File: src/design/rdf_fifo.sv
`default_nettype none

module rdf_fifo #(
	parameter type T     = logic,
	parameter int  DEPTH = 2
) (
	input  wire logic clk,
	input  wire logic arst_n,
	input  wire logic push,
	input  wire T     wdata,
	output logic      full,
	input  wire logic pop,
	output T          rdata,
	output logic      empty
);

	localparam int PTR_W = (DEPTH > 1) ? $clog2(DEPTH) : 1;

	T                 slots_q [DEPTH];
	logic [PTR_W-1:0] wr_ptr_q;
	logic [PTR_W-1:0] rd_ptr_q;
	logic [PTR_W:0]   count_q;
	logic             do_push;
	logic             do_pop;

	assign full    = (count_q == (PTR_W+1)'(DEPTH));
	assign empty   = (count_q == '0);
	assign do_push = push && !full;
	assign do_pop  = pop && !empty;
	assign rdata   = slots_q[rd_ptr_q];

	always_ff @(posedge clk) begin
		if (do_push) begin
			slots_q[wr_ptr_q] <= wdata;
		end
	end

	always_ff @(posedge clk or negedge arst_n) begin
		if (!arst_n) begin
			wr_ptr_q <= '0;
			rd_ptr_q <= '0;
			count_q  <= '0;
		end else begin
			if (do_push) begin
				wr_ptr_q <= (wr_ptr_q == PTR_W'(DEPTH - 1)) ? '0 : wr_ptr_q + PTR_W'(1);
			end
			if (do_pop) begin
				rd_ptr_q <= (rd_ptr_q == PTR_W'(DEPTH - 1)) ? '0 : rd_ptr_q + PTR_W'(1);
			end
			if (do_push && !do_pop) begin
				count_q <= count_q + (PTR_W+1)'(1);
			end else if (do_pop && !do_push) begin
				count_q <= count_q - (PTR_W+1)'(1);
			end
		end
	end

endmodule

`default_nettype wire

File: config.mk
export PLATFORM = sky130hd
export DESIGN_NAME = rdf_fifo
export DESIGN_NICKNAME = d
export VERILOG_FILES = /design/src/design/rdf_fifo.sv
export SDC_FILE = /design/constraint.sdc
export NUM_CORES = 1
export LEC_CHECK = 0
export BUFFER_PORTS_ARGS = -buffer_cell sky130_fd_sc_hd__buf_2
export CAP_MARGIN = 30
export CORE_AREA = 2 2 39 41
export DETAILED_ROUTE_END_ITERATION = 6
export DIE_AREA = 0 0 41 43
export SETUP_SLACK_MARGIN = 0.1
export SYNTH_ARGS = -nofsm -noshare
export SYNTH_HDL_FRONTEND = slang
export SYNTH_SLANG_ARGS = --single-unit
File: constraint.sdc
create_clock -name clk -period 3.39 [get_ports clk]
set_input_delay 0.678 -clock clk [delete_from_list [all_inputs] [get_ports clk]]
set_output_delay 0.678 -clock clk [all_outputs]
set_load 0.005 [all_outputs]
# ---- After elaboration in Yosys (flattened, before gate mapping)
# Memories as Yosys holds them, arrays and structs flattened.
# Cells that the tools add are included.
dict set report classes {
  n_reduce_logical 10
  addsub 4
  muxes 6
  n_eq_ne 1
}
# operator count
set op_table {}
lappend op_table {{$logic_and A1 B1 Y1} 4}
lappend op_table {{$logic_not A1 Y1} 4}
lappend op_table {{$mux W1} 4}
lappend op_table {{$mux W2} 2}
lappend op_table {{$add A1 B1 Y1 const B} 2}
lappend op_table {{$add A2 B1 Y2 const B} 1}
lappend op_table {{$eq A2 B2 Y1 const B} 1}
lappend op_table {{$logic_not A2 Y1} 1}
lappend op_table {{$reduce_bool A2 Y1} 1}
lappend op_table {{$sub A2 B1 Y2 const B} 1}
dict set report word_totals {
  wordCells 25
  regBits 4
  memories 1
  ramBits 2
}
# name words width read_ports rd_ports_with_merged_regs wr line
set mem_list {}
lappend mem_list {slots_q 2 1 1 0 1 19} ;# T slots_q [DEPTH];

# ---- Depth between registers and ports, before layout
dict set report logic_depth {
  word_depth 7
  mapped_depth 7
  depth_no_buf 7
}

# ---- Worst setup path before layout
# Ideal clock, no wire load.
dict set report synth_path {
  path_type {input-to-reg}
  start {input push}
  end {register count_q[1]}
  t_required_ns 3.311
  cell_stages 5
  t_arrival_ns 1.358
  path_buffers 0
  setup_slack_ns 1.953
  path_cell_list {nand2_1 inv_1 ha_1 nor2_1 xor2_1}
}
dict set report synth_via {
  elab_chain_cells 4
  elab_cells_between_ends 6
  classes_between {1 x mux; 5 x reduce/logical}
}
# element line
set synth_rtl {}
lappend synth_rtl {{from (decl)} 9} ;# input wire logic push,
lappend synth_rtl {{$logic_and A1 B1 Y1 (*)} 28} ;# assign do_push = push && !full;
lappend synth_rtl {{$logic_not A1 Y1} 52} ;# end else if (do_pop && !do_push) begin
lappend synth_rtl {{$logic_and A1 B1 Y1} 52}
lappend synth_rtl {{$reduce_bool A2 Y1 (no line)} --}
lappend synth_rtl {{to (signal assigned)} 51} ;# count_q <= count_q + (PTR_W+1)'(1);
lappend synth_rtl {{to (signal assigned)} 53} ;# count_q <= count_q - (PTR_W+1)'(1);
lappend synth_rtl {{to (decl)} 22} ;# logic [PTR_W:0] count_q;
# Mark *: on every way between the ends. The rest lies on a longest branch, timed or not.
# A chain may end at the register's enable or synchronous reset.

# ---- Final worst setup path
dict set report layout_path {
  start {register rd_ptr_q}
  end {output rdata}
}
dict set report layout_via {
  elab_chain_cells 1
}
# element line
set layout_rtl {}
lappend layout_rtl {{from (decl)} 21} ;# logic [PTR_W-1:0] rd_ptr_q;
lappend layout_rtl {{from (signal assigned)} 48} ;# rd_ptr_q <= (rd_ptr_q == PTR_W'(DEPTH - 1)) ? '0 : rd_ptr_q + PTR_W'(1);
lappend layout_rtl {{$mem_v2 Z2 W1} --}
lappend layout_rtl {{to (decl)} 13} ;# output T rdata,
# Every way passes these cells.

==> run_results.csv <==
group,metric,value,unit
layout,finalNetCount,40,
floorplanning,die_height,43,um
route,dr_wl_met2,194,um
route,drt-vias-per-instance,3.78,
route,met3_wirelength,40,um
worst_setup_path,endpoint_kind,"primary output",
clock_tree,cts_root_buf,"clkbuf_4",
synthesis,syn_inst,22,
outcome,status,"finished clean",
layout,fillers,154,
timing,achievable_freq,571,MHz
route,routedWlPerCell,8.39,um
hold_path,timing.hold.worst.class,"input port to async pin",
worst_setup_path,timing.critical_path.from_type,"register",
worst_setup_path,critical_path_peak_fanout,2,
route,routedLengthMet1,177,um
worst_setup_path,path_class,"register to primary output",
flow_run,maxCapViolations,0,
floorplanning,initial_core_util,19.3,%
global_route,grt_pass1_vias,169,
power,pwr_density_cell,918,mW/mm2
global_route,overflow,0,
layout,final_layout_size_suffix_gt1_share,33.3,%
synthesis,synth_top_area_cell,"dfrtp_1",
route,postRouteWirelength,411,um
route,route.detailed.drc,0,
timing,rsz0062_at_grt,"false",
clock_tree,max-clock-path-buffers,2,
global_route,antenna_found_initial,0,
synthesis,ys_seq_area_share,59.8,%
clock_tree,cts.repair_timing.setup_buffer_count,0,
floorplanning,floorplan.die.width,41,um
route,number_of_drc_markers_after_the_initial_detailed_route_iteration,1,
global_route,grt_max_degree,6,
timing,setup_violating_endpoint_count_in_the_final_report,0,
synthesis,synth_top_area_share,37.4,%
worst_setup_path,reg2reg_depth,7,
synthesis,ys_types,12,
worst_setup_path,crit_required,2710,ps
timing,timing_worst_slew_pin_value,199,ps
synthesis,synthesis.area,268,um2
synthesis,syn-num-nets,28,
timing,slew-limit-headroom,86.6,%
layout,post-route-util,25.2,%
layout,area_used_by_multi_input_combinational_logic,100,um2
floorplanning,die-area,0.00176,mm2
route,firstDrtPassIters,2,
global_route,gr-usage-all-layers,6.58,%
power,leakage,0.000170,uW
place,placed_cells_incl_taps,45,
layout,stdcell_count,49,
place,buffer_ports.inserted,7,
clock_tree,clkTransAtPathRegs,50,ps
clock_tree,htreeDepth,1,
clock_tree,tritoncts,"yes",
layout,area.sequential,160,um2
timing,finalHoldViolCount,0,
worst_setup_path,signal_arrival_time_at_the_worst_endpoint,1070,ps
floorplanning,number_of_placed_i_o_pins,8,
synthesis,ranking_of_synthesized_cells_by_area,"dfrtp_1 37%, edfxtp_1 22%, xnor2_1 9.8%",
place,gp_congestion,0.726,
timing,holdWs,222,ps
timing,finClkSkew,10.5,ps
synthesis,postSynthAreaPerCell,12.2,um2
global_route,grt_pass1_wl,641,um
floorplanning,fp-row-count,14,
route,detail-route-antenna-nets,0,
clock_tree,cts_made_buffers,3,
clock_tree,worst_skew_pair.late_latency,250,ps
clock_tree,holdBufCountCts,0,
power,worst_ir_drop_on_vdd,0.000290,V
floorplanning,fp.coreArea,0.00138,mm2
timing,finalWorstPathRequiredPeriod,1750,ps
route,dr_total_vias,185,
timing,final.setup.tns,0,ps
clock_tree,clock_sinks,6,
route,top_layer_used,"met3",
place,dp_hpwl,332,um
layout,inserted_diodes,0,
clock_tree,post_cts.resized_instances,0,
synthesis,synthesis.yosys.warnings,0,
timing,finalMaxSlewViolations,0,
layout,synthToLayoutAreaGrowth,30.4,%
synthesis,synth.ff_latch_count,6,
timing,layout_worst_path_cycle_share,51.7,%
[critical path, stage by stage, from the launching register on]
cell     delay, ps
dfrtp_1        370
mux2_2         330
buf_2          120
[synth_stat cells (all sizes together)]
| master | count |
|---|---|
| nand2b | 1 |
| inv | 2 |
| dfrtp | 4 |
| mux2 | 1 |
| xnor2 | 3 |
| o21ai | 1 |
| xor2 | 2 |
| and3 | 1 |
| nor2 | 3 |
| edfxtp | 2 |
| ha | 1 |
| nand2 | 1 |
[final cells by class]
| type | instances | share of cell area [%] |
|---|---|---|
| Sequential cell | 6 | 45.9 |
| Multi-Input combinational cell | 14 | 28.7 |
| Timing Repair Buffer | 7 | 10.0 |
| Clock buffer | 4 | 7.53 |
| Tap cell | 16 | 5.73 |
| Inverter | 2 | 2.15 |
[metal layers]
metal,up-vias,global-route usage [%]
met3,0,9.42
met5,-,0
met2,6,7.19
met4,0,4.00
met1,86,5.94
li1,93,-
[state kept, by name, summed over array words and instances (netlist names)]
register	count
rd_ptr_q	1
wr_ptr_q	1
count_q	2
slots_q	2
[metrics by stage]
stage | cell area [um2] | power, uW | setup slack, ps
after floorplan | 268 | 217 | 1950
after global placement | 323 | 250 | 1780
after detailed placement | 323 | 252 | 1770
after CTS | 349 | 329 | 1620
after global routing | 349 | 349 | 1590
final | 349 | 321 | 1640
[path summary, 6_finish.rpt]
path                                        start                endpoint  slack, ps
min in group clk             rd_ptr_q$_DFFE_PN0P_    rd_ptr_q$_DFFE_PN0P_        490
min                                        arst_n    rd_ptr_q$_DFFE_PN0P_        220
min reg2reg                  rd_ptr_q$_DFFE_PN0P_    rd_ptr_q$_DFFE_PN0P_        490
max reg2reg                count_q[0]$_DFFE_PN0P_  count_q[1]$_DFFE_PN0P_       1920
max                          rd_ptr_q$_DFFE_PN0P_                   rdata       1640
max in group asynchronous                  arst_n    wr_ptr_q$_DFFE_PN0N_       3040
[kinds of logic after synthesis]
group	Yosys count	synth area share [%]
buffers and inverters	2	2.80
and+or+nand+nor	6	10.3
DFF	6	59.8
xor gates and xnor gates	5	16.4
muxes	1	4.21
adders and majority gates	1	4.67
AOI/OAI and AO/OA	1	1.87
[where the power goes]
part / leakage, uW / total [uW] / internal (uW) / switching, uW
clock network: 0.0000150 / 71.6 / 44.6 / 27.0
registers: 0.0000652 / 136 / 109 / 27.0
logic: 0.0000897 / 113 / 63.7 / 49.4
[cell usage in the layout (no fill, tap or decap)]
cell and count:
o21ai_1 1, xor2_1 2, edfxtp_1 2, nor2_1 3, inv_1 2, and3_1 1, nand2b_1 1, xnor2_1 3
ha_1 1, nand2_1 1, clkbuf_1 1, mux2_2 1, buf_2 7, dfrtp_1 4, clkbuf_4 3
Power figures use the tool's default switching activity.
