<file path="config.mk">
export PLATFORM = sky130hd
export DESIGN_NAME = rdf_front
export DESIGN_NICKNAME = d
export VERILOG_FILES = /design/src/design/rdf_pkg.sv /design/src/design/rdf_fifo.sv /design/src/design/rdf_front.sv
export SDC_FILE = /design/constraint.sdc
export NUM_CORES = 1
export LEC_CHECK = 0
export ABC_AREA = 1
export BUFFER_PORTS_ARGS = -buffer_cell sky130_fd_sc_hd__buf_2
export CAP_MARGIN = 20
export CORE_MARGIN = 8
export CORE_UTILIZATION = 56
export CTS_BUF_LIST = sky130_fd_sc_hd__clkbuf_8 sky130_fd_sc_hd__clkbuf_16
export DETAILED_ROUTE_END_ITERATION = 6
export HOLD_SLACK_MARGIN = 0.15
export PLACE_DENSITY = 0.84
export SLEW_MARGIN = 10
export SYNTH_ARGS = -nofsm -noshare
export SYNTH_HDL_FRONTEND = slang
export SYNTH_HIERARCHICAL = 1
export SYNTH_SLANG_ARGS = --single-unit
</file>
<file path="constraint.sdc">
create_clock -name clk -period 8.5 [get_ports clk]
set_input_delay 0.85 -clock clk [delete_from_list [all_inputs] [get_ports clk]]
set_output_delay 0.85 -clock clk [all_outputs]
set_load 0.01 [all_outputs]
</file>
<file path="src/design/rdf_pkg.sv">
`default_nettype none

package rdf_pkg;

	// build-time defaults for the top-level parameters
	localparam int FRAME_SLOTS = 128;
	localparam int FEAT_SIZE   = 13;

	// regression window shape, fixed at build time
	localparam int DELTA_ORDER  = 2;
	localparam int DELTA_WINDOW = 2;

	localparam int FRAME_W    = 7;
	localparam int ELEM_W     = 4;
	localparam int ELEM_IDX_W = 5;
	localparam int DATA_W     = 32;
	localparam int ORDER_W    = 2;
	localparam int ORD_IDX_W  = 1;
	localparam int ACC_W      = 48;
	localparam int COEF_W     = 10;
	localparam int OFF_W      = 5;
	localparam int MAX_TAPS   = 4 * DELTA_WINDOW + 1;
	localparam int TAP_W      = $clog2(MAX_TAPS);
	localparam int DIV_RADIX  = 4;
	localparam int DIV_STEPS  = DATA_W / DIV_RADIX;
	localparam int STEP_W     = $clog2(DIV_STEPS);

	localparam int NORM = DELTA_WINDOW * (DELTA_WINDOW + 1) * (2 * DELTA_WINDOW + 1) / 3;

	localparam logic OP_WRITE   = 1'b0;
	localparam logic OP_COMPUTE = 1'b1;

	typedef struct packed {
		logic                     op;
		logic [FRAME_W-1:0]       frame;
		logic [FRAME_W-1:0]       max_frame;
		logic [ELEM_W-1:0]        element;
		logic signed [DATA_W-1:0] value;
	} item_t;

	typedef struct packed {
		logic [ORDER_W-1:0]       order;
		logic [ELEM_W-1:0]        element_res;
		logic signed [DATA_W-1:0] delta_value;
		logic                     last;
	} result_t;

	// finished weighted sum handed from the MAC to the divider
	typedef struct packed {
		logic signed [ACC_W-1:0] acc;
		logic [ORD_IDX_W-1:0]    ord;
		logic [ELEM_IDX_W-1:0]   elem;
		logic                    last;
	} div_req_t;

	// numerator of the order-ord window at offset m (denominator NORM^ord)
	function automatic int win_num(int ord, int m);
		int s;
		int k;
		s = 0;
		if (ord == 1) begin
			if (m >= -DELTA_WINDOW && m <= DELTA_WINDOW) begin
				s = m;
			end
		end else begin
			for (int j = -DELTA_WINDOW; j <= DELTA_WINDOW; j++) begin
				k = m - j;
				if (k >= -DELTA_WINDOW && k <= DELTA_WINDOW) begin
					s = s + j * k;
				end
			end
		end
		return s;
	endfunction

	function automatic int tap_count(int ord);
		int n;
		n = 0;
		for (int m = -ord * DELTA_WINDOW; m <= ord * DELTA_WINDOW; m++) begin
			if (win_num(ord, m) != 0) begin
				n = n + 1;
			end
		end
		return n;
	endfunction

	// offset of the idx-th nonzero tap
	function automatic int tap_off(int ord, int idx);
		int n;
		int r;
		n = 0;
		r = 0;
		for (int m = -ord * DELTA_WINDOW; m <= ord * DELTA_WINDOW; m++) begin
			if (win_num(ord, m) != 0) begin
				if (n == idx) begin
					r = m;
				end
				n = n + 1;
			end
		end
		return r;
	endfunction

	function automatic longint den_of(int ord);
		longint d;
		d = (ord == 1) ? longint'(NORM) : longint'(NORM) * longint'(NORM);
		return d;
	endfunction

	// magnitude at or above this saturates (positive / negative result)
	function automatic longint thr_pos(int ord);
		longint d;
		d = den_of(ord);
		return (longint'(1) << 31) * d - d / 2;
	endfunction

	function automatic longint thr_neg(int ord);
		longint d;
		d = den_of(ord);
		return ((longint'(1) << 31) + 1) * d - d / 2;
	endfunction

	localparam int DEN_W = $clog2(den_of(DELTA_ORDER) + 1);

endpackage

`default_nettype wire

</file>
<file path="src/design/rdf_fifo.sv">
`default_nettype none

module rdf_fifo #(
	parameter type T     = logic,
	parameter int  DEPTH = 2
) (
	input  wire logic clk,
	input  wire logic arst_n,
	input  wire logic push,
	input  wire T     wdata,
	output logic      full,
	input  wire logic pop,
	output T          rdata,
	output logic      empty
);

	localparam int PTR_W = (DEPTH > 1) ? $clog2(DEPTH) : 1;

	T                 slots_q [DEPTH];
	logic [PTR_W-1:0] wr_ptr_q;
	logic [PTR_W-1:0] rd_ptr_q;
	logic [PTR_W:0]   count_q;
	logic             do_push;
	logic             do_pop;

	assign full    = (count_q == (PTR_W+1)'(DEPTH));
	assign empty   = (count_q == '0);
	assign do_push = push && !full;
	assign do_pop  = pop && !empty;
	assign rdata   = slots_q[rd_ptr_q];

	always_ff @(posedge clk) begin
		if (do_push) begin
			slots_q[wr_ptr_q] <= wdata;
		end
	end

	always_ff @(posedge clk or negedge arst_n) begin
		if (!arst_n) begin
			wr_ptr_q <= '0;
			rd_ptr_q <= '0;
			count_q  <= '0;
		end else begin
			if (do_push) begin
				wr_ptr_q <= (wr_ptr_q == PTR_W'(DEPTH - 1)) ? '0 : wr_ptr_q + PTR_W'(1);
			end
			if (do_pop) begin
				rd_ptr_q <= (rd_ptr_q == PTR_W'(DEPTH - 1)) ? '0 : rd_ptr_q + PTR_W'(1);
			end
			if (do_push && !do_pop) begin
				count_q <= count_q + (PTR_W+1)'(1);
			end else if (do_pop && !do_push) begin
				count_q <= count_q - (PTR_W+1)'(1);
			end
		end
	end

endmodule

`default_nettype wire

</file>
<file path="src/design/rdf_front.sv">
`default_nettype none

module rdf_front #(
	parameter int FEAT_SIZE = rdf_pkg::FEAT_SIZE
) (
	input  wire logic           clk,
	input  wire logic           arst_n,
	input  wire logic           push,
	input  wire rdf_pkg::item_t item,
	output logic                full,
	input  wire logic           cmd_pop,
	output rdf_pkg::item_t      cmd,
	output logic                cmd_empty
);

	logic accept;
	logic keep;

	// writes to an element past the vector are dropped here
	assign accept = push && !full;
	assign keep   = (item.op == rdf_pkg::OP_COMPUTE) || (int'(item.element) < FEAT_SIZE);

	rdf_fifo #(
		.T     (rdf_pkg::item_t),
		.DEPTH (2)
	) u_cmd_q (
		.clk    (clk),
		.arst_n (arst_n),
		.push   (accept && keep),
		.wdata  (item),
		.full   (full),
		.pop    (cmd_pop),
		.rdata  (cmd),
		.empty  (cmd_empty)
	);

endmodule

`default_nettype wire

</file>
# Word-level counts from Yosys, hierarchy flattened
# Memory sizes are Yosys's and may differ from the RTL's.
# Index checks and enable logic that the tools add are counted.
# totals
ff_bits,4
mem_bits_rw,102
in_bits,55
out_inout_bits,53
word_cells,29
n_memories,1
# memory_table
name,words,word_bits,rd,rd_ports_with_merged_regs,wr,line,text
u_cmd_q.slots_q,2,51,1,0,1,rdf_fifo.sv:19,T slots_q [DEPTH];
# op_classes
addsub,4
magnitude_cmp,1
n_eq_ne,1
mux,6
reduce_logical,13
# ops
op,count
1-bit logical AND,6
1-bit zero test,4
4-bit < comparator (second input constant),1
1-bit two-way mux,4
2-bit two-way mux,2
1-bit adder (second input constant),2
2-bit by 1-bit adder with 2-bit output (second input constant),1
2-bit equality test (second input constant),1
2-bit zero test,1
2-bit nonzero test,1
2-bit by 1-bit subtractor with 2-bit output (second input constant),1
1-bit logical OR,1

# Logic depth before layout (Yosys ltp)
# logic_depth
depth_word,9
depth_mapped,13
mapped_depth_nobuf,13

# Hierarchy
# Netlist, hierarchy kept.
# by_module_without_submodules
mod,n_inst,cells_per_inst,area_each_um2,seq_area_each_um2
rdf_fifo,1,298,3943.8,3163.0
rdf_front,1,8,40.0,0.0

# Least setup slack after synthesis
# Ideal clock, no wire load.
# synth_path
kind,input to register
start,in item[32] (netlist bit)
end,mem u_cmd_q/slots_q[1][0] (netlist bit) (enable)
setup_ns,0.460
t_arrival_ns,3.327
required_ns,8.040
slack_ns,4.713
stages,5
path_buffers,0
cell_sequence,clkinv_1 -> nand2_2 -> a21oi_2 -> o21ai_0 -> nor2_1
# synth_via
elab_chain_len,6
# synth_lines
item,line,text
start: declaration,rdf_front.sv:9,"input wire rdf_pkg::item_t item,"
4-bit < comparator,rdf_front.sv:21,assign keep = (item.op == rdf_pkg::OP_COMPUTE) || (int'(item.element) < FEAT_SIZE);
1-bit logical OR,rdf_front.sv:21,
1-bit logical AND,rdf_front.sv:29,".push (accept && keep),"
1-bit logical AND,rdf_fifo.sv:28,assign do_push = push && !full;
1-bit two-way mux,rdf_fifo.sv:33,if (do_push) begin
1-bit two-way mux (not written as such),rdf_fifo.sv:34,slots_q[wr_ptr_q] <= wdata;
end: declaration,rdf_fifo.sv:19,
# No other way between the ends.

==> out/metrics.csv <==
metric;value;unit
fin worst setup slack;5.44;ns
Diodes inserted;0;
switch share;34.3;%
Yosys top cell area share;76.9;%
initial antenna violation count;1;
Ys Warns;6;
Metal-1 WL;3.08;mm
CP Cell Sequence;inv_4, nand2_1, nand2_1, buf_2;
vias in the first global route;2577;
Total Die Area;10100;sq um
Vias/cell;4.76;
max incr delay on CP;0.98;ns
clock share of power;19.8;%
Logic pwr share;31.5;%
Post-DP Area;4590;sq um
Slowest cell on crit path;dfrtp_2;
Design Area, Final;4810;sq um
Slew HR;37.5;%
RD Place Congestion;0.742;
switching power;0.547;mW
# Max-Cap Violations;0;
Initial Utilization;58.3;%
HPWL Detailed;5.21;mm
cell family with most CP delay;flip-flops;
Fillers;510;
CTS Hold Buffers Added;0;
Worst Path Buf+Inv;2;
chip height;100;um
synth-to-layout area growth;20.8;%
Die W;100;um
largest net degree at the start of global routing;54;
clk sinks;106;
footprint of the multi-input gates;714;sq um
pre-CTS WS;5.75;ns
antenna viol nets, final;0;
setup_tns;0;ns
Critical Path AT;2.21;ns
worst setup path class;flip-flop to primary output;
Ports;108;
Async SR Flop Fraction;3.77;%
WP data required;7.65;ns
Post-synth top cells;164 x nand2_1, 102 x edfxtp_1, 8 x inv_1;
CTS Buf Count;9;
fraction of layout instances using a drive strength above 1;31.7;%
top cell type by total area after synthesis;edfxtp_1;
predominant post-synthesis flop cell;edfxtp_1;
post-DR wirelength/cell;14.8;um
Worst Setup Start Kind;flip-flop;
CTS tree;done;
Cells after Synth;306;
top post-synthesis cells by area;edfxtp_1 77%, nand2_1 15%, dfrtp_1 2.5%;
GR Util All Layers;15.6;%
DR iter-0 viols;97;
Longest Clk Path Bufs;2;
worst min path class;primary input to asynchronous set/reset pin;
count leader, synth;nand2_1;
Post-synth EDFFs;102;
top sig layer;met5;
sequential share of power;48.7;%
count of final hold-check violations;0;
clock root buffer;clkbuf_8;
most used cell along the critical path;nand2_1;
PD cells;332;nW/um^2
Final Hold Slack;0.290;ns
Layout Utilization;70.4;%
H-tree depth;3;
status;finished clean;
final worst-path cycle share;36.0;%
# rows;30;
RSZ-0062 raised after global routing;false;
CP Capture Type;primary output;
final wirelength;7.64;mm
routed wl met2;3.92;mm
Core ar.;6830;sq um
via count;2450;
Pins Over Slew Limit;0;
Clock Skews;0.00959;ns
Synth cell types;18;
DR DRC count;0;
Setup Buffers After CTS;0;
Static Leakage;2.09;nW
DRT Pass-1 Iters;4;
Post-CTS Resized;0;
Synth Area per Inst;13.0;sq um
Remaining Overflow, GRT;0;
syn_nets;362;
first-pass GRT wire length;12.0;mm
worst skew pair latency;0.35;ns
Slew @ Worst Pin;0.938;ns
CTS clk-pin slew, worst paths;0.09;ns
CP Max Fanout;53;
mapped cell area;3980;sq um
Final min period;3.06;ns
cell-internal power;1.05;mW
PortBufs;107;
Max Fclk;0.327;GHz
Nets;471;
FF+latch count, synth;106;
sequential cell area fraction in the yosys report;79.4;%
met3 routed WL;539;um
final setup vio count;0;
worst vdd ir;0.170;mV
register area;3160;sq um
[final timing paths]
path	startpoint	to	slack (ns)	depth (start not counted)
max in group asynchronous	arst_n	u_cmd_q/rd_ptr_q	8.07	1
min	arst_n	u_cmd_q/wr_ptr_q	0.29	1
max reg2reg	u_cmd_q/count_q[1]	u_cmd_q/slots_q[1][44]	6.16	8
min reg2reg	u_cmd_q/wr_ptr_q	u_cmd_q/wr_ptr_q	0.52	2
max	u_cmd_q/rd_ptr_q	cmd[6]	5.44	4
min in group clk	u_cmd_q/wr_ptr_q	u_cmd_q/wr_ptr_q	0.52	2
[kinds of logic after synthesis]
| kind of cell | Yosys count | synth area share, % |
|---|---|---|
| fa+ha+maj | 1 | 0.314 |
| compound gates | 3 | 0.471 |
| buf+inv | 22 | 2.86 |
| simple gates | 173 | 16.7 |
| xor+xnor | 1 | 0.220 |
| flops | 106 | 79.4 |
[routing by layer]
layer	GRT usage [%]	up-vias
met4	7.56	2
met2	27.1	63
met3	5.33	11
li1	-	1235
met5	0	-
met1	16.5	1139
[layout make-up]
class / instances / area share [%]
Multi-Input combinational cell: 178 / 14.8
Tap cell: 96 / 2.50
Inverter: 11 / 0.910
Sequential cell: 106 / 65.8
Clock inverter: 6 / 1.72
Clock buffer: 9 / 2.57
Timing Repair Buffer: 109 / 11.7
[power groups by stage]
stage	sequential, mW	clock [mW]	combinational (mW)
floorplan	0.750	0	0.345
global placement	0.787	0	0.494
detailed placement	0.793	0	0.507
CTS	0.781	0.322	0.508
global route	0.791	0.342	0.565
finish	0.778	0.316	0.503
[placed cells by master (no fill, tap or decap), types with 2 or more instances in the layout]
cell type / synthesis / final
buf_2: 5 / 107
edfxtp_1: 102 / 102
clkinv_1: 2 / 2
clkinv_2: 0 / 3
inv_1: 8 / 7
nor2_2: 3 / 3
bufinv_16: 0 / 2
o21ai_0: 2 / 2
nand2_1: 164 / 164
dfrtp_1: 4 / 3
clkbuf_8: 0 / 9
[sequential cells by signal, summed over array words and instances (netlist names)]
name / flops
u_cmd_q/count_q: 2
u_cmd_q/rd_ptr_q: 1
u_cmd_q/slots_q: 102
u_cmd_q/wr_ptr_q: 1
[stage by stage]
stage	total power, mW	cells
3_3_place_gp	1.28	499
5_1_grt	1.70	515
2_1_floorplan	1.10	306
3_5_place_dp	1.30	499
6_report	1.60	515
4_1_cts	1.61	514
No activity file was read; power rests on OpenSTA's default activity.
