`config.mk`:
```
export PLATFORM = sky130hd
export DESIGN_NAME = rdf_div
export DESIGN_NICKNAME = d
export VERILOG_FILES = /design/src/design/rdf_pkg.sv /design/src/design/rdf_div.sv
export SDC_FILE = /design/constraint.sdc
export NUM_CORES = 1
export LEC_CHECK = 0
export BUFFER_PORTS_ARGS = -buffer_cell sky130_fd_sc_hd__buf_2
export CORE_AREA = 2 2 132 134
export DETAILED_ROUTE_END_ITERATION = 10
export DIE_AREA = 0 0 134 136
export GPL_ROUTABILITY_DRIVEN = 0
export PLACE_DENSITY = 0.86
export RECOVER_POWER = 25
export SYNTH_ARGS = -nofsm -noshare
export SYNTH_HDL_FRONTEND = slang
export SYNTH_SLANG_ARGS = --single-unit
```
`constraint.sdc`:
```
create_clock -name clk -period 17.25 [get_ports clk]
set_input_delay 1.725 -clock clk [delete_from_list [all_inputs] [get_ports clk]]
set_output_delay 1.725 -clock clk [all_outputs]
set_load 0.03 [all_outputs]
```
`src/design/rdf_pkg.sv`:
```
`default_nettype none

package rdf_pkg;

	// build-time defaults for the top-level parameters
	localparam int FRAME_SLOTS = 128;
	localparam int FEAT_SIZE   = 13;

	// regression window shape, fixed at build time
	localparam int DELTA_ORDER  = 2;
	localparam int DELTA_WINDOW = 2;

	localparam int FRAME_W    = 7;
	localparam int ELEM_W     = 4;
	localparam int ELEM_IDX_W = 5;
	localparam int DATA_W     = 32;
	localparam int ORDER_W    = 2;
	localparam int ORD_IDX_W  = 1;
	localparam int ACC_W      = 48;
	localparam int COEF_W     = 10;
	localparam int OFF_W      = 5;
	localparam int MAX_TAPS   = 4 * DELTA_WINDOW + 1;
	localparam int TAP_W      = $clog2(MAX_TAPS);
	localparam int DIV_RADIX  = 4;
	localparam int DIV_STEPS  = DATA_W / DIV_RADIX;
	localparam int STEP_W     = $clog2(DIV_STEPS);

	localparam int NORM = DELTA_WINDOW * (DELTA_WINDOW + 1) * (2 * DELTA_WINDOW + 1) / 3;

	localparam logic OP_WRITE   = 1'b0;
	localparam logic OP_COMPUTE = 1'b1;

	typedef struct packed {
		logic                     op;
		logic [FRAME_W-1:0]       frame;
		logic [FRAME_W-1:0]       max_frame;
		logic [ELEM_W-1:0]        element;
		logic signed [DATA_W-1:0] value;
	} item_t;

	typedef struct packed {
		logic [ORDER_W-1:0]       order;
		logic [ELEM_W-1:0]        element_res;
		logic signed [DATA_W-1:0] delta_value;
		logic                     last;
	} result_t;

	// finished weighted sum handed from the MAC to the divider
	typedef struct packed {
		logic signed [ACC_W-1:0] acc;
		logic [ORD_IDX_W-1:0]    ord;
		logic [ELEM_IDX_W-1:0]   elem;
		logic                    last;
	} div_req_t;

	// numerator of the order-ord window at offset m (denominator NORM^ord)
	function automatic int win_num(int ord, int m);
		int s;
		int k;
		s = 0;
		if (ord == 1) begin
			if (m >= -DELTA_WINDOW && m <= DELTA_WINDOW) begin
				s = m;
			end
		end else begin
			for (int j = -DELTA_WINDOW; j <= DELTA_WINDOW; j++) begin
				k = m - j;
				if (k >= -DELTA_WINDOW && k <= DELTA_WINDOW) begin
					s = s + j * k;
				end
			end
		end
		return s;
	endfunction

	function automatic int tap_count(int ord);
		int n;
		n = 0;
		for (int m = -ord * DELTA_WINDOW; m <= ord * DELTA_WINDOW; m++) begin
			if (win_num(ord, m) != 0) begin
				n = n + 1;
			end
		end
		return n;
	endfunction

	// offset of the idx-th nonzero tap
	function automatic int tap_off(int ord, int idx);
		int n;
		int r;
		n = 0;
		r = 0;
		for (int m = -ord * DELTA_WINDOW; m <= ord * DELTA_WINDOW; m++) begin
			if (win_num(ord, m) != 0) begin
				if (n == idx) begin
					r = m;
				end
				n = n + 1;
			end
		end
		return r;
	endfunction

	function automatic longint den_of(int ord);
		longint d;
		d = (ord == 1) ? longint'(NORM) : longint'(NORM) * longint'(NORM);
		return d;
	endfunction

	// magnitude at or above this saturates (positive / negative result)
	function automatic longint thr_pos(int ord);
		longint d;
		d = den_of(ord);
		return (longint'(1) << 31) * d - d / 2;
	endfunction

	function automatic longint thr_neg(int ord);
		longint d;
		d = den_of(ord);
		return ((longint'(1) << 31) + 1) * d - d / 2;
	endfunction

	localparam int DEN_W = $clog2(den_of(DELTA_ORDER) + 1);

endpackage

`default_nettype wire

```
`src/design/rdf_div.sv`:
```
`default_nettype none

module rdf_div (
	input  wire logic              clk,
	input  wire logic              arst_n,
	input  wire rdf_pkg::div_req_t req,
	input  wire logic              req_valid,
	output logic                   req_ready,
	output rdf_pkg::result_t       res,
	output logic                   res_valid,
	input  wire logic              res_ready
);

	localparam int AW = rdf_pkg::ACC_W;
	localparam int DW = rdf_pkg::DATA_W;
	localparam int NW = rdf_pkg::DEN_W;
	localparam int RX = rdf_pkg::DIV_RADIX;

	typedef enum logic [2:0] {ST_IDLE, ST_MAG, ST_PREP, ST_DIV, ST_OUT} state_t;

	state_t                        state_q;
	logic [rdf_pkg::STEP_W-1:0]    step_q;
	logic signed [AW-1:0]          acc_q;
	logic [AW-1:0]                 mag_q;
	logic                          neg_q;
	logic [NW-1:0]                 rem_q;
	logic [DW-1:0]                 quo_q;
	logic [DW-1:0]                 value_q;
	logic [rdf_pkg::ORD_IDX_W-1:0] ord_q;
	logic [rdf_pkg::ELEM_IDX_W-1:0] elem_q;
	logic                          last_q;

	logic [NW-1:0] den_c;
	logic [AW-1:0] half_c;
	logic [AW-1:0] thr_c;
	logic [AW-1:0] dsum;
	logic [NW:0]   trial;
	logic [NW-1:0] rem_nx;
	logic [RX-1:0] qbits;
	logic [DW-1:0] quo_nx;

	always_comb begin
		if (ord_q == '0) begin
			den_c  = NW'(rdf_pkg::den_of(1));
			half_c = AW'(rdf_pkg::den_of(1) / 2);
			thr_c  = neg_q ? AW'(rdf_pkg::thr_neg(1)) : AW'(rdf_pkg::thr_pos(1));
		end else begin
			den_c  = NW'(rdf_pkg::den_of(2));
			half_c = AW'(rdf_pkg::den_of(2) / 2);
			thr_c  = neg_q ? AW'(rdf_pkg::thr_neg(2)) : AW'(rdf_pkg::thr_pos(2));
		end
	end

	assign dsum = mag_q + half_c;

	// RX quotient bits per cycle, restoring
	always_comb begin
		rem_nx = rem_q;
		qbits  = '0;
		trial  = '0;
		for (int i = 0; i < RX; i++) begin
			trial = {rem_nx, quo_q[DW-1-i]};
			if (trial >= {1'b0, den_c}) begin
				rem_nx           = NW'(trial - {1'b0, den_c});
				qbits[RX-1-i]    = 1'b1;
			end else begin
				rem_nx = trial[NW-1:0];
			end
		end
		quo_nx = {quo_q[DW-RX-1:0], qbits};
	end

	assign req_ready = (state_q == ST_IDLE);
	assign res_valid = (state_q == ST_OUT);

	assign res.order       = rdf_pkg::ORDER_W'(ord_q) + rdf_pkg::ORDER_W'(1);
	assign res.element_res = rdf_pkg::ELEM_W'(elem_q);
	assign res.delta_value = value_q;
	assign res.last        = last_q;

	always_ff @(posedge clk or negedge arst_n) begin
		if (!arst_n) begin
			state_q <= ST_IDLE;
			step_q  <= '0;
		end else begin
			case (state_q)
				ST_IDLE: begin
					if (req_valid) begin
						state_q <= ST_MAG;
					end
				end
				ST_MAG: begin
					state_q <= ST_PREP;
				end
				ST_PREP: begin
					step_q  <= '0;
					state_q <= (mag_q >= thr_c) ? ST_OUT : ST_DIV;
				end
				ST_DIV: begin
					step_q <= step_q + rdf_pkg::STEP_W'(1);
					if (step_q == rdf_pkg::STEP_W'(rdf_pkg::DIV_STEPS - 1)) begin
						state_q <= ST_OUT;
					end
				end
				ST_OUT: begin
					if (res_ready) begin
						state_q <= ST_IDLE;
					end
				end
				default: begin
					state_q <= ST_IDLE;
				end
			endcase
		end
	end

	always_ff @(posedge clk) begin
		case (state_q)
			ST_IDLE: begin
				if (req_valid) begin
					acc_q  <= req.acc;
					ord_q  <= req.ord;
					elem_q <= req.elem;
					last_q <= req.last;
				end
			end
			ST_MAG: begin
				neg_q <= acc_q[AW-1];
				mag_q <= acc_q[AW-1] ? AW'(-acc_q) : AW'(acc_q);
			end
			ST_PREP: begin
				rem_q   <= dsum[DW +: NW];
				quo_q   <= dsum[DW-1:0];
				value_q <= neg_q ? {1'b1, {(DW-1){1'b0}}} : {1'b0, {(DW-1){1'b1}}};
			end
			ST_DIV: begin
				rem_q <= rem_nx;
				quo_q <= quo_nx;
				if (step_q == rdf_pkg::STEP_W'(rdf_pkg::DIV_STEPS - 1)) begin
					value_q <= neg_q ? DW'(-quo_nx) : quo_nx;
				end
			end
			default: begin
			end
		endcase
	end

endmodule

`default_nettype wire
```
======== Yosys cells after proc, flatten, opt, wreduce, memory -nomap -nowiden ========
Index checks and enable logic that the tools add are counted.
word-level totals
  register bits after elaboration ......... 180
  output and inout bits ................... 41
  logic and storage cells ................. 65
cells by class
  $add $sub $neg .......................... 9
  $lt $le $gt $ge ......................... 5
  equality and inequality tests ........... 8
  muxes and demuxes ....................... 26
  reduce and logical (&&, ||, !) cells .... 5
operators with widths
  operator                                        count
  one-hot mux 32 bit (2 select lines)             2
  two-way mux 32 bit                              3
  greater-or-equal comparator 48 x 38 -> 1 bit    1
  negator 48 bit                                  1
  two-way mux 47 bit                              1
  adder 39 bit                                    1
  two-way mux 38 bit                              1
  two-way mux 7 bit                               5
  two-way mux 34 bit                              1
  two-way mux 33 bit                              1
  greater-or-equal comparator 8 x 7 -> 1 bit      4
  negator 32 bit                                  1
  subtractor 7 bit                                4
  one-hot mux 3 bit (5 select lines)              1
  one-hot mux 7 bit (2 select lines)              1
  two-way mux 3 bit                               4
  == test 3 x 2 -> 1 bit (second input constant)  2
  == test 3 bit (second input constant)           2
  two-way mux 6 bit                               1
  one-hot mux 3 bit (2 select lines)              1
  two-way mux 1 bit                               4
  inequality test 2 bit (second input constant)   2
  AND reduction 2 bit                             2
  adder 3 x 1 -> 3 bit (second input constant)    1
  6 further kinds                                 6

======== Logic depth before layout (Yosys ltp) ========
Gate-level depths: netlist of run 1.
  depth after elaboration ................. 13
  mapped depth ............................ 43
  depth with buffers taken out ............ 40

======== Worst setup path before layout of run 1 ========
Ideal clock, no wire load.
  path type ............................... register to register
  start ................................... register ord_q
  end ..................................... register value_q[28] (data pin)
  setup time .............................. 0.195 ns
  arrival ................................. 9.825 ns
  setup slack ............................. 7.231 ns
  stages on the path, launching flop included .. 43
  path buffers ............................ 3
  clock period less this slack ............ 10.019 ns
  cells stage by stage .................... edfxtp_1 inv_1 ha_1 a211oi_1 o211a_1 nand2_1 clkbuf_1 o21ai_0 inv_1 ha_1 and4_1 o311a_1 nor3_1 o21a_1 clkbuf_1 clkbuf_1 nor2_1 a21oi_1 [... 7 more ...] nor2_1 mux2i_1 ha_1 a21o_1 a21o_1 nor4_1 a21oi_1 nor4_1 a211o_1 mux2i_1 inv_1 ha_1 o2111a_1 nand2b_1 or3_1 o41ai_1 nand2_1 o311ai_0
between the ends
  word-level cells in the longest chain between the ends .. 13
  elaborated cells between the ends (all ways) .. 19
  classes of those cells .................. 4 x add/sub; 4 x order compare; 11 x mux
ends and longest elaborated chain
  element                                                                         RTL line                      source
  start: declaration                                                              rdf_div.sv:29                 logic [rdf_pkg::ORD_IDX_W-1:0] ord_q;
  start signal: assignment                                                        rdf_div.sv:122                ord_q <= req.ord;
  two-way mux 7 bit (*)                                                           rdf_div.sv:43                 if (ord_q == '0) begin
  subtractor 7 bit or greater-or-equal comparator 8 x 7 -> 1 bit (tied branches)  rdf_div.sv:64, rdf_div.sv:63
  two-way mux 7 bit                                                               rdf_div.sv:63                 if (trial >= {1'b0, den_c}) begin
  subtractor 7 bit or greater-or-equal comparator 8 x 7 -> 1 bit (tied branches)  rdf_div.sv:64, rdf_div.sv:63
  two-way mux 7 bit                                                               rdf_div.sv:63
  subtractor 7 bit or greater-or-equal comparator 8 x 7 -> 1 bit (tied branches)  rdf_div.sv:64, rdf_div.sv:63
  two-way mux 7 bit                                                               rdf_div.sv:63
  greater-or-equal comparator 8 x 7 -> 1 bit                                      rdf_div.sv:63
  two-way mux 1 bit                                                               rdf_div.sv:63
  negator 32 bit (*)                                                              rdf_div.sv:140                value_q <= neg_q ? DW'(-quo_nx) : quo_nx;
  two-way mux 32 bit (*)                                                          rdf_div.sv:140
  two-way mux 32 bit (*)                                                          rdf_div.sv:139                if (step_q == rdf_pkg::STEP_W'(rdf_pkg::DIV_STEPS - 1)) begin
  one-hot mux 32 bit (2 select lines) (*)                                         rdf_div.sv:118                case (state_q)
  end signal: assignment                                                          rdf_div.sv:134                value_q <= neg_q ? {1'b1, {(DW-1){1'b0}}} : {1'b0, {(DW-1){1'b1}}};
  end signal: assignment                                                          rdf_div.sv:140
  end: declaration                                                                rdf_div.sv:28                 logic [DW-1:0] value_q;
Mark *: on every way between the ends. The rest lies on a longest branch, timed or not. The select of a mux whose other input is x is not followed.
A chain may end at the register's enable or synchronous reset.

======== Worst setup path after layout of run 1 ========
Same ends and word-level chain as after synthesis.

==> flow_metrics.env, run 1 <==
export IMPL_status="complete, but fails checks"
export IMPL_violations="capacitance limit, slew limit"
export IMPL_layout_drive_gt1_share_pct=14.9
export IMPL_finClkSkew_ns=0.00742
export IMPL_path_delay_family="compound AO/OA/AOI/OAI gates"
export IMPL_grt_pass1_vias=7379
export IMPL_hold_path_class="flip-flop to flip-flop"
export IMPL_dieArea_sq_um=18200
export IMPL_cts_max_path_buffers=2
export IMPL_postCtsSetupBuffers=0
export IMPL_grt_usage_pct=24.8
export IMPL_cp_max_fo=17
export IMPL_drtAntennaViolNets=0
export IMPL_htreeDepth=4
export IMPL_n_antenna_cell=0
export IMPL_pin_count=100
export IMPL_wl_per_cell_microns=16.6
export IMPL_hold_depth=2
export IMPL_cts_root_buffer="clkbuf_16"
export IMPL_ff2ff_path_depth=39
export IMPL_relSlewSlack_pct=-53.1
export IMPL_ys_flop_type="edfxtp_1"
export IMPL_finalCritPeriodShare_pct=68.2
export IMPL_syn_avg_cell_area_sq_um=11.0
export IMPL_cp_arrival_ns=11.97
export IMPL_slew_viol_final=127
export IMPL_io_buffers=98
export IMPL_rsz0062_at_grt="false"
export IMPL_min_period_ns=11.76
export IMPL_max_cap_violations=3
export IMPL_setup_viol=0
export IMPL_path_buf_inv=3
export IMPL_cts_tree="done"
export IMPL_vias=8125
export IMPL_clkTransAtPathRegs_ns=0.07
export IMPL_cts_hold_buf=0
export IMPL_cpMostUsedCell="ha_1"
export IMPL_yosysWarningCount=0
export IMPL_drc_errors=0
export IMPL_core_area_sq_um=16900
export IMPL_hpwl_microns=15700
export IMPL_antenna_found_initial=0
export IMPL_cp_slowest_cell="edfxtp_1"
export IMPL_postSynth_asyncResetShare_pct=3.33
export IMPL_post_route_util_pct=71.3
export IMPL_synth_distinct_cells=68
export IMPL_crit_required_ns=17.46
export IMPL_max_freq_mhz=85.0
export IMPL_dieWidth_microns=134
export IMPL_synth_net_count=1111
export IMPL_syn_inst=979
export IMPL_nNetsFinal=1203
export IMPL_syn_to_final_growth_pct=11.3
export IMPL_cp_depth=39
export IMPL_num_rows=48
export IMPL_ys_seq_area_share_pct=49.7
export IMPL_drt_initial_drc_count=887
export IMPL_initial_core_util_pct=64.1
export IMPL_ys_ff_latch=180
export IMPL_slowest_delay_ns=0.75
export IMPL_grt_overflow_total=0
export IMPL_cp_end_kind="flip-flop"
export IMPL_cts_resized=0
export IMPL_drt_total_wl_microns=21700
export IMPL_grt_pass1_wl_microns=35600
export IMPL_crit_type="flip-flop to flip-flop"
export IMPL_via_per_inst=6.21
export IMPL_timing_hold_ws_ns=0.477
export IMPL_tightestPinTransition_ns=2.30
export IMPL_clkSinkCount=180
export IMPL_die_h_microns=136
export IMPL_clock_latency_ns=0.43
export IMPL_synth_edf_count=174
export IMPL_grt_max_degree=70
export IMPL_setup_tns_final_ns=0
export IMPL_firstDrtPassIters=5
export IMPL_hold_viol=0
export IMPL_numCtsBuffers=17
export IMPL_startpoint_type="flip-flop"
export IMPL_syn_area_sq_um=10800
cell families after synthesis:
group                      count (synthesis)  share of synthesized area (%)
buffers and inverters                     68                           2.43
AOI/OAI and AO/OA                        234                           14.9
and+or+nand+nor                          316                           15.2
xor gates and xnor gates                  91                           7.37
adders and majority gates                 73                           8.80
DFF                                      180                           49.7
muxes                                     17                           1.67
Yosys cell counts (7+ instances only):
master      n  share of area, %
a211oi_1    8              0.56
a21o_1     27               1.9
a21oi_1    37               1.7
a221o_1     8              0.74
and3_1      7              0.41
clkbuf_1   29               1.0
edfxtp_1  174                48
ha_1       68               7.9
inv_1      34               1.2
mux2_2      8              0.83
mux2i_1     9              0.83
nand2_1    88               3.1
nand2b_1   11              0.64
nand3_1    29               1.3
nand4_1    13              0.75
nor2_1     54               1.9
nor3_1     33               1.5
nor4_1     11              0.64
o21ai_0    66               3.1
o311ai_0   14               1.1
o31ai_1    22               1.5
o41ai_1    12              0.97
or3_1      15              0.87
or4_1      13              0.90
xnor2_1    66               5.3
xor2_1     25               2.0
metrics by stage:
stage | setup slack, ns | area [sq um] | std cells
2_1_floorplan | 7.23 | 10800 | 979
3_5_place_dp | 5.76 | 11500 | 1277
6_report | 5.49 | 12000 | 1308
3_3_place_gp | 6.00 | 11500 | 1277
4_1_cts | 5.68 | 12000 | 1308
5_1_grt | 4.62 | 12000 | 1308
cell type report:
| cell class | instances | area, sq um |
|---|---|---|
| inverters | 34 | 128 |
| flip-flops and latches | 180 | 5380 |
| well taps | 225 | 282 |
| multi-input cells | 731 | 5180 |
| repair buffers | 107 | 546 |
| fillers | 1205 | 4850 |
| clock inverters | 13 | 86.3 |
| clock buffers | 18 | 429 |
layout by cell type (no fill, tap or decap), types with 6 or more instances in the layout:
cell type,count
or3_1,15
o41ai_1,12
ha_1,68
buf_2,97
nand3_1,29
dfrtp_1,6
nand4_1,13
a221o_1,8
o31ai_1,22
mux2_2,8
nand2_1,88
o311ai_0,14
or4_1,13
and3_1,7
inv_1,34
edfxtp_1,174
or2_2,6
mux2i_1,9
a21o_1,27
a21oi_1,37
xor2_1,25
buf_4,6
nor2_1,53
nor4_1,11
nor3_1,33
xnor2_1,66
o21ai_0,66
a211oi_1,8
clkbuf_16,17
nand2b_1,11
worst min-delay path, cell delays in order, from the launching register on:
cell and delay [ns]:
dfrtp_1 0.35, nand2_1 0.05, nand2_1 0.05
path summary, 6_finish.rpt:
path                                start     endpoint  slack [ns]
worst max-delay path                ord_q  value_q[28]        5.49
worst min-delay path            step_q[2]    step_q[2]        0.48
worst max register to register      ord_q  value_q[28]        5.49
worst min register to register  step_q[2]    step_q[2]        0.48
max in group asynchronous          arst_n   state_q[2]       15.85
min in group asynchronous          arst_n   state_q[1]        1.16
metal layers:
layer  GRT usage (%)  routed length (microns)  vias to the layer above
li1                -                        -                     3939
met1            32.7                     9440                     3816
met2            40.6                    10400                      323
met3            4.06                     1220                       47
met4            11.3                      679                        0
met5               0                        0                        -
state kept, by name, indices dropped and copies added (netlist names), 3 cells and up:
register	cells
elem_q	4
quo_q	32
mag_q	48
acc_q	48
value_q	32
step_q	3
state_q	3
rem_q	7
Power of run 1 is left out: the tool's default activity adds up to more than one toggle a clock period on the data nets, which glitch-free logic cannot reach.
==> inputs of run 2 (changes only) <==
--- a/config.mk
+++ b/config.mk
@@ -6,11 +6,11 @@
 export NUM_CORES = 1
 export LEC_CHECK = 0
 export BUFFER_PORTS_ARGS = -buffer_cell sky130_fd_sc_hd__buf_2
-export CORE_AREA = 2 2 132 134
+export CORE_AREA = 2 2 144 146
 export DETAILED_ROUTE_END_ITERATION = 10
-export DIE_AREA = 0 0 134 136
+export DIE_AREA = 0 0 146 148
 export GPL_ROUTABILITY_DRIVEN = 0
-export PLACE_DENSITY = 0.86
+export PLACE_DENSITY = 0.76
 export RECOVER_POWER = 25
 export SYNTH_ARGS = -nofsm -noshare
 export SYNTH_HDL_FRONTEND = slang
==> constraint.sdc (replaced) <==
create_clock -name clk -period 9.8 [get_ports clk]
set_input_delay 0.98 -clock clk [delete_from_list [all_inputs] [get_ports clk]]
set_output_delay 0.98 -clock clk [all_outputs]
set_load 0.03 [all_outputs]
==> run 2 against run 1 <==
The run still ends with capacitance limit, slew limit left. Hold slack worse by 0.070 ns. Die area is 19% higher. Clock skew is 0.0091 ns higher. Clock-buffer cell count is 4 higher. Register-to-register slack worse by 4.9 ns. Core utilization is 9.9 points lower. Via count is 1.4% lower. Fmax is 28% higher. First-iteration DRC count is 36% lower. Flip-flop and latch count stayed put.
==> flow_metrics.env, run 2 (same netlist as run 1, synthesis figures left out) <==
export IMPL_clkSinkCount=180
export IMPL_syn_to_final_growth_pct=13.8
export IMPL_drtAntennaViolNets=0
export IMPL_nNetsFinal=1212
export IMPL_startpoint_type="flip-flop"
export IMPL_slew_viol_final=144
export IMPL_die_h_microns=148
export IMPL_status="complete, but fails checks"
export IMPL_cts_tree="done"
export IMPL_slowest_delay_ns=0.42
export IMPL_tightestPinTransition_ns=2.44
export IMPL_htreeDepth=4
export IMPL_clkTransAtPathRegs_ns=0.07
export IMPL_crit_required_ns=10.03
export IMPL_via_per_inst=5.88
export IMPL_wirelength_met1_microns=9840
export IMPL_hpwl_microns=16000
export IMPL_cp_end_kind="flip-flop"
export IMPL_hold_path_class="primary input to async pin"
export IMPL_grt_overflow_total=0
export IMPL_vias=8010
export IMPL_hold_viol=0
export IMPL_cp_max_fo=12
export IMPL_finalCritPeriodShare_pct=93.8
export IMPL_clock_latency_ns=0.43
export IMPL_routed_wl_met3_microns=1520
export IMPL_min_period_ns=9.19
export IMPL_layout_drive_gt1_share_pct=16.4
export IMPL_grt_max_degree=70
export IMPL_num_rows=52
export IMPL_grt_pass1_vias=7403
export IMPL_violations="capacitance limit, slew limit"
export IMPL_cts_root_buffer="clkbuf_16"
export IMPL_cpMostUsedCell="ha_1"
export IMPL_dp_cells=1328
export IMPL_crit_type="flip-flop to flip-flop"
export IMPL_wl_met2_microns=10400
export IMPL_final_common_cell="edfxtp_1"
export IMPL_antenna_found_initial=0
export IMPL_max_cap_violations=3
export IMPL_numCtsBuffers=17
export IMPL_io_buffers=98
export IMPL_finClkSkew_ns=0.0165
export IMPL_core_area_sq_um=20000
export IMPL_drc_errors=0
export IMPL_grt_pass1_wl_microns=36100
export IMPL_max_freq_mhz=109
export IMPL_fillerInstances=1653
export IMPL_place_ws_ns=0.170
export IMPL_post_route_util_pct=61.4
export IMPL_instances_no_fill=1363
export IMPL_finalWorstSetupSlack_ns=0.609
export IMPL_cp_slowest_cell="edfxtp_1"
export IMPL_pin_count=100
export IMPL_top_layer_used="met4"
export IMPL_layout_common_cells="edfxtp_1 (174), buf_2 (96), nand2_1 (88)"
export IMPL_setup_viol=0
export IMPL_initial_core_util_pct=53.9
export IMPL_n_antenna_cell=0
export IMPL_drt_total_wl_microns=22200
export IMPL_dieWidth_microns=146
export IMPL_ff2ff_path_depth=36
export IMPL_reg_largest_list="acc_q (48), mag_q (48)"
export IMPL_firstDrtPassIters=6
export IMPL_cp_arrival_ns=9.42
export IMPL_drt_initial_drc_count=565
export IMPL_relSlewSlack_pct=-62.4
export IMPL_wl_per_cell_microns=16.3
export IMPL_cts_max_path_buffers=2
export IMPL_grt_usage_pct=20.7
export IMPL_dieArea_sq_um=21600
## run 2: changes by cell type in the layout (fill, tap and decap cells not counted), sizes merged
cell,change
clkinv,-2
inv,-1
clkbuf,+5
buf,+8
clkinvlp,-3
bufinv,+3
## run 2: final cells by class
| type | instances | area (sq um) | area share (%) |
|---|---|---|---|
| Clock buffer | 22 | 464 | 3.77 |
| Inverter | 34 | 131 | 1.07 |
| Multi-Input combinational cell | 731 | 5230 | 42.5 |
| Tap cell | 270 | 338 | 2.75 |
| Clock inverter | 10 | 146 | 1.19 |
| Sequential cell | 180 | 5380 | 43.7 |
| Timing Repair Buffer | 116 | 612 | 4.98 |
## run 2: path summary, 6_finish.rpt
path / end / start / slack [ns]
worst max register to register: value_q[28] / ord_q / 0.61
worst min-delay path: step_q[0] / arst_n / 0.41
worst max-delay path: value_q[28] / ord_q / 0.61
min in group clk: step_q[1] / step_q[1] / 0.48
max in group asynchronous: state_q[2] / arst_n / 9.15
worst min register to register: step_q[1] / step_q[1] / 0.48
## run 2: metrics by stage
stage	TNS (ns)	instance area (sq um)	hold WS [ns]
after global placement	0	11600	0.456
after global routing	-0.0855	12300	0.433
after detailed placement	0	11600	0.466
final	0	12300	0.406
after floorplan	0	10800	0.443
after CTS	0	12300	0.353
## run 2: layer usage
layer,GRT usage (%),up-vias
li1,-,3953
met5,0,-
met2,33.5,319
met4,7.04,0
met3,3.92,30
met1,28.4,3708
## run 2: worst max-delay path: cells and delay by family, from the launching register on
family / cells / cell delay, ns
buffers and inverters: 4 / 0.68
DFF: 1 / 0.42
AOI/OAI and AO/OA: 13 / 3.16
and+or+nand+nor: 11 / 2.40
adders and majority gates: 5 / 1.57
muxes: 3 / 0.73
## run 2: what timing repair did
action	4_1_cts	5_1_grt
setup buffers	0	3
endpoints found under the setup margin	0	13
resized for setup	0	9
hold buffers	0	0
Power of run 2 is left out for the same reason.
==> inputs of run 3 (changes only) <==
==> constraint.sdc (replaced) <==
create_clock -name clk -period 9.8 [get_ports clk]
set_input_delay 1.96 -clock clk [delete_from_list [all_inputs] [get_ports clk]]
set_output_delay 1.96 -clock clk [all_outputs]
set_load 0.03 [all_outputs]
==> run 3 against run 2 <==
The run still ends with capacitance limit, slew limit left. First-iteration DRC count fell by 11%. Global-route usage shrank 0.24 points. Design area shrank 0.44%. Core utilization fell by 0.27 points. Critical path depth is the same. Sequential share of layout area up 0.19 points. Clock-buffer cell count down 4.
==> flow_metrics.env, run 3 (same netlist as run 1, synthesis figures left out) <==
export IMPL_clkSinkCount=180
export IMPL_ff2ff_path_depth=36
export IMPL_path_buf_inv=3
export IMPL_cts_tree="done"
export IMPL_hold_path_class="flip-flop to flip-flop"
export IMPL_setup_viol=0
export IMPL_met3_usage_pct=3.21
export IMPL_firstDrtPassIters=5
export IMPL_fillerInstances=1655
export IMPL_clkTransAtPathRegs_ns=0.07
export IMPL_grt_pass1_vias=7286
export IMPL_vias=7951
export IMPL_seqCellArea_sq_um=5380
export IMPL_hold_viol=0
export IMPL_core_area_sq_um=20000
export IMPL_r2r_slack_ns=0.67
export IMPL_antenna_found_initial=0
export IMPL_met1_usage_pct=29.2
export IMPL_numCtsBuffers=17
export IMPL_max_freq_mhz=110
export IMPL_num_rows=52
export IMPL_die_h_microns=148
export IMPL_nNetsFinal=1210
export IMPL_drt_total_wl_microns=21700
export IMPL_multiInputGateArea_sq_um=5230
export IMPL_layout_common_cells="edfxtp_1 (174), buf_2 (97), nand2_1 (88)"
export IMPL_cp_slowest_cell="edfxtp_1"
export IMPL_via_per_inst=5.84
export IMPL_critPathLaunch="ord_q"
export IMPL_rsz0062_at_grt="false"
export IMPL_gr_max_usage_layer="met2"
export IMPL_dp_cells=1329
export IMPL_reg_largest_list="acc_q (48), mag_q (48)"
export IMPL_grt_max_degree=70
export IMPL_rr_startpoint="ord_q"
export IMPL_syn_to_final_growth_pct=13.3
export IMPL_violations="capacitance limit, slew limit"
export IMPL_min_to="step_q[1]"
export IMPL_relSlewSlack_pct=-61.0
export IMPL_slew_viol_final=177
export IMPL_cp_max_fo=6
export IMPL_crit_required_ns=10.02
export IMPL_grt_usage_pct=20.5
export IMPL_path_delay_family="compound AO/OA/AOI/OAI gates"
export IMPL_drtAntennaViolNets=0
export IMPL_finalCritPeriodShare_pct=93.2
export IMPL_cts_max_path_buffers=2
export IMPL_initial_core_util_pct=53.9
export IMPL_status="complete, but fails checks"
export IMPL_wl_per_cell_microns=16.0
export IMPL_cp_end_kind="flip-flop"
export IMPL_grt_overflow_total=0
export IMPL_grt_pass1_wl_microns=35900
export IMPL_crit_type="flip-flop to flip-flop"
export IMPL_cts_root_buffer="clkbuf_16"
export IMPL_drc_errors=0
export IMPL_reg2reg_to="value_q[28]"
export IMPL_worstHoldStart="step_q[1]"
export IMPL_pin_count=100
export IMPL_io_buffers=98
export IMPL_cp_arrival_ns=9.34
export IMPL_startpoint_type="flip-flop"
export IMPL_grt_use_met2_pct=32.1
export IMPL_clock_latency_ns=0.43
export IMPL_htreeDepth=4
export IMPL_max_cap_violations=4
export IMPL_final_common_cell="edfxtp_1"
export IMPL_instances_no_fill=1361
export IMPL_tightestPinTransition_ns=2.42
export IMPL_min_period_ns=9.13
export IMPL_n_antenna_cell=0
export IMPL_slowest_delay_ns=0.39
export IMPL_layout_drive_gt1_share_pct=16.5
export IMPL_dieArea_sq_um=21600
export IMPL_setup_tns_final_ns=0
export IMPL_dieWidth_microns=146
export IMPL_drt_initial_drc_count=505
export IMPL_postCtsSetupBuffers=0
export IMPL_hpwl_microns=15900
export IMPL_finClkSkew_ns=0.0111
export IMPL_hold_depth=2
==> run 3: worst max-delay path by stage <==
stage | to | slack (ns) | cells past startpoint
CTS | value_q[28] | 0.21 | 39
global placement | value_q[28] | 0.46 | 39
finish | value_q[28] | 0.67 | 36
floorplan | value_q[28] | 0.02 | 41
detailed placement | value_q[28] | 0.28 | 39
global route | value_q[28] | 0.02 | 39
==> run 3: area by class of cell <==
| cell class | count | area share, % |
|---|---|---|
| clock buffer | 18 | 3.51 |
| clock inverter | 14 | 1.22 |
| inverter | 34 | 1.07 |
| multi-input combinational | 731 | 42.7 |
| sequential | 180 | 43.9 |
| tap | 270 | 2.76 |
| timing repair buffer | 114 | 4.85 |
==> run 3: repair_timing <==
| action | 4_1_cts | 5_1_grt |
|---|---|---|
| hold buffers | 0 | 0 |
| gates resized for setup | 0 | 10 |
| endpoints found under the setup margin | 0 | 12 |
==> run 3: metrics by stage <==
step	setup WS, ns	area [sq um]	util [%]	hold WS (ns)
2_1_floorplan	0.0204	10800	-	0.443
3_3_place_gp	0.464	11700	58.1	0.456
3_5_place_dp	0.280	11700	58.1	0.468
4_1_cts	0.214	12200	61.0	0.484
5_1_grt	0.0232	12200	61.1	0.508
6_report	0.671	12200	61.1	0.477
==> run 3: worst register-to-register path, delay by kind of cell, from the launching register on <==
kind / cells / cell delay (ns)
AOI/OAI and AO/OA: 13 / 3.03
and+or+nand+nor: 11 / 2.26
adders and majority gates: 5 / 1.58
muxes: 4 / 1.11
buffers and inverters: 3 / 0.55
DFF: 1 / 0.39
==> run 3: routing by layer <==
layer / vias up / routed length, microns / share of wire (%)
li1: 3962 / - / -
met1: 3703 / 10200 / 47
met2: 247 / 10000 / 46
met3: 39 / 1100 / 5.1
met4: 0 / 430 / 2.0
met5: - / 0 / 0
Power of run 3 is left out for the same reason.
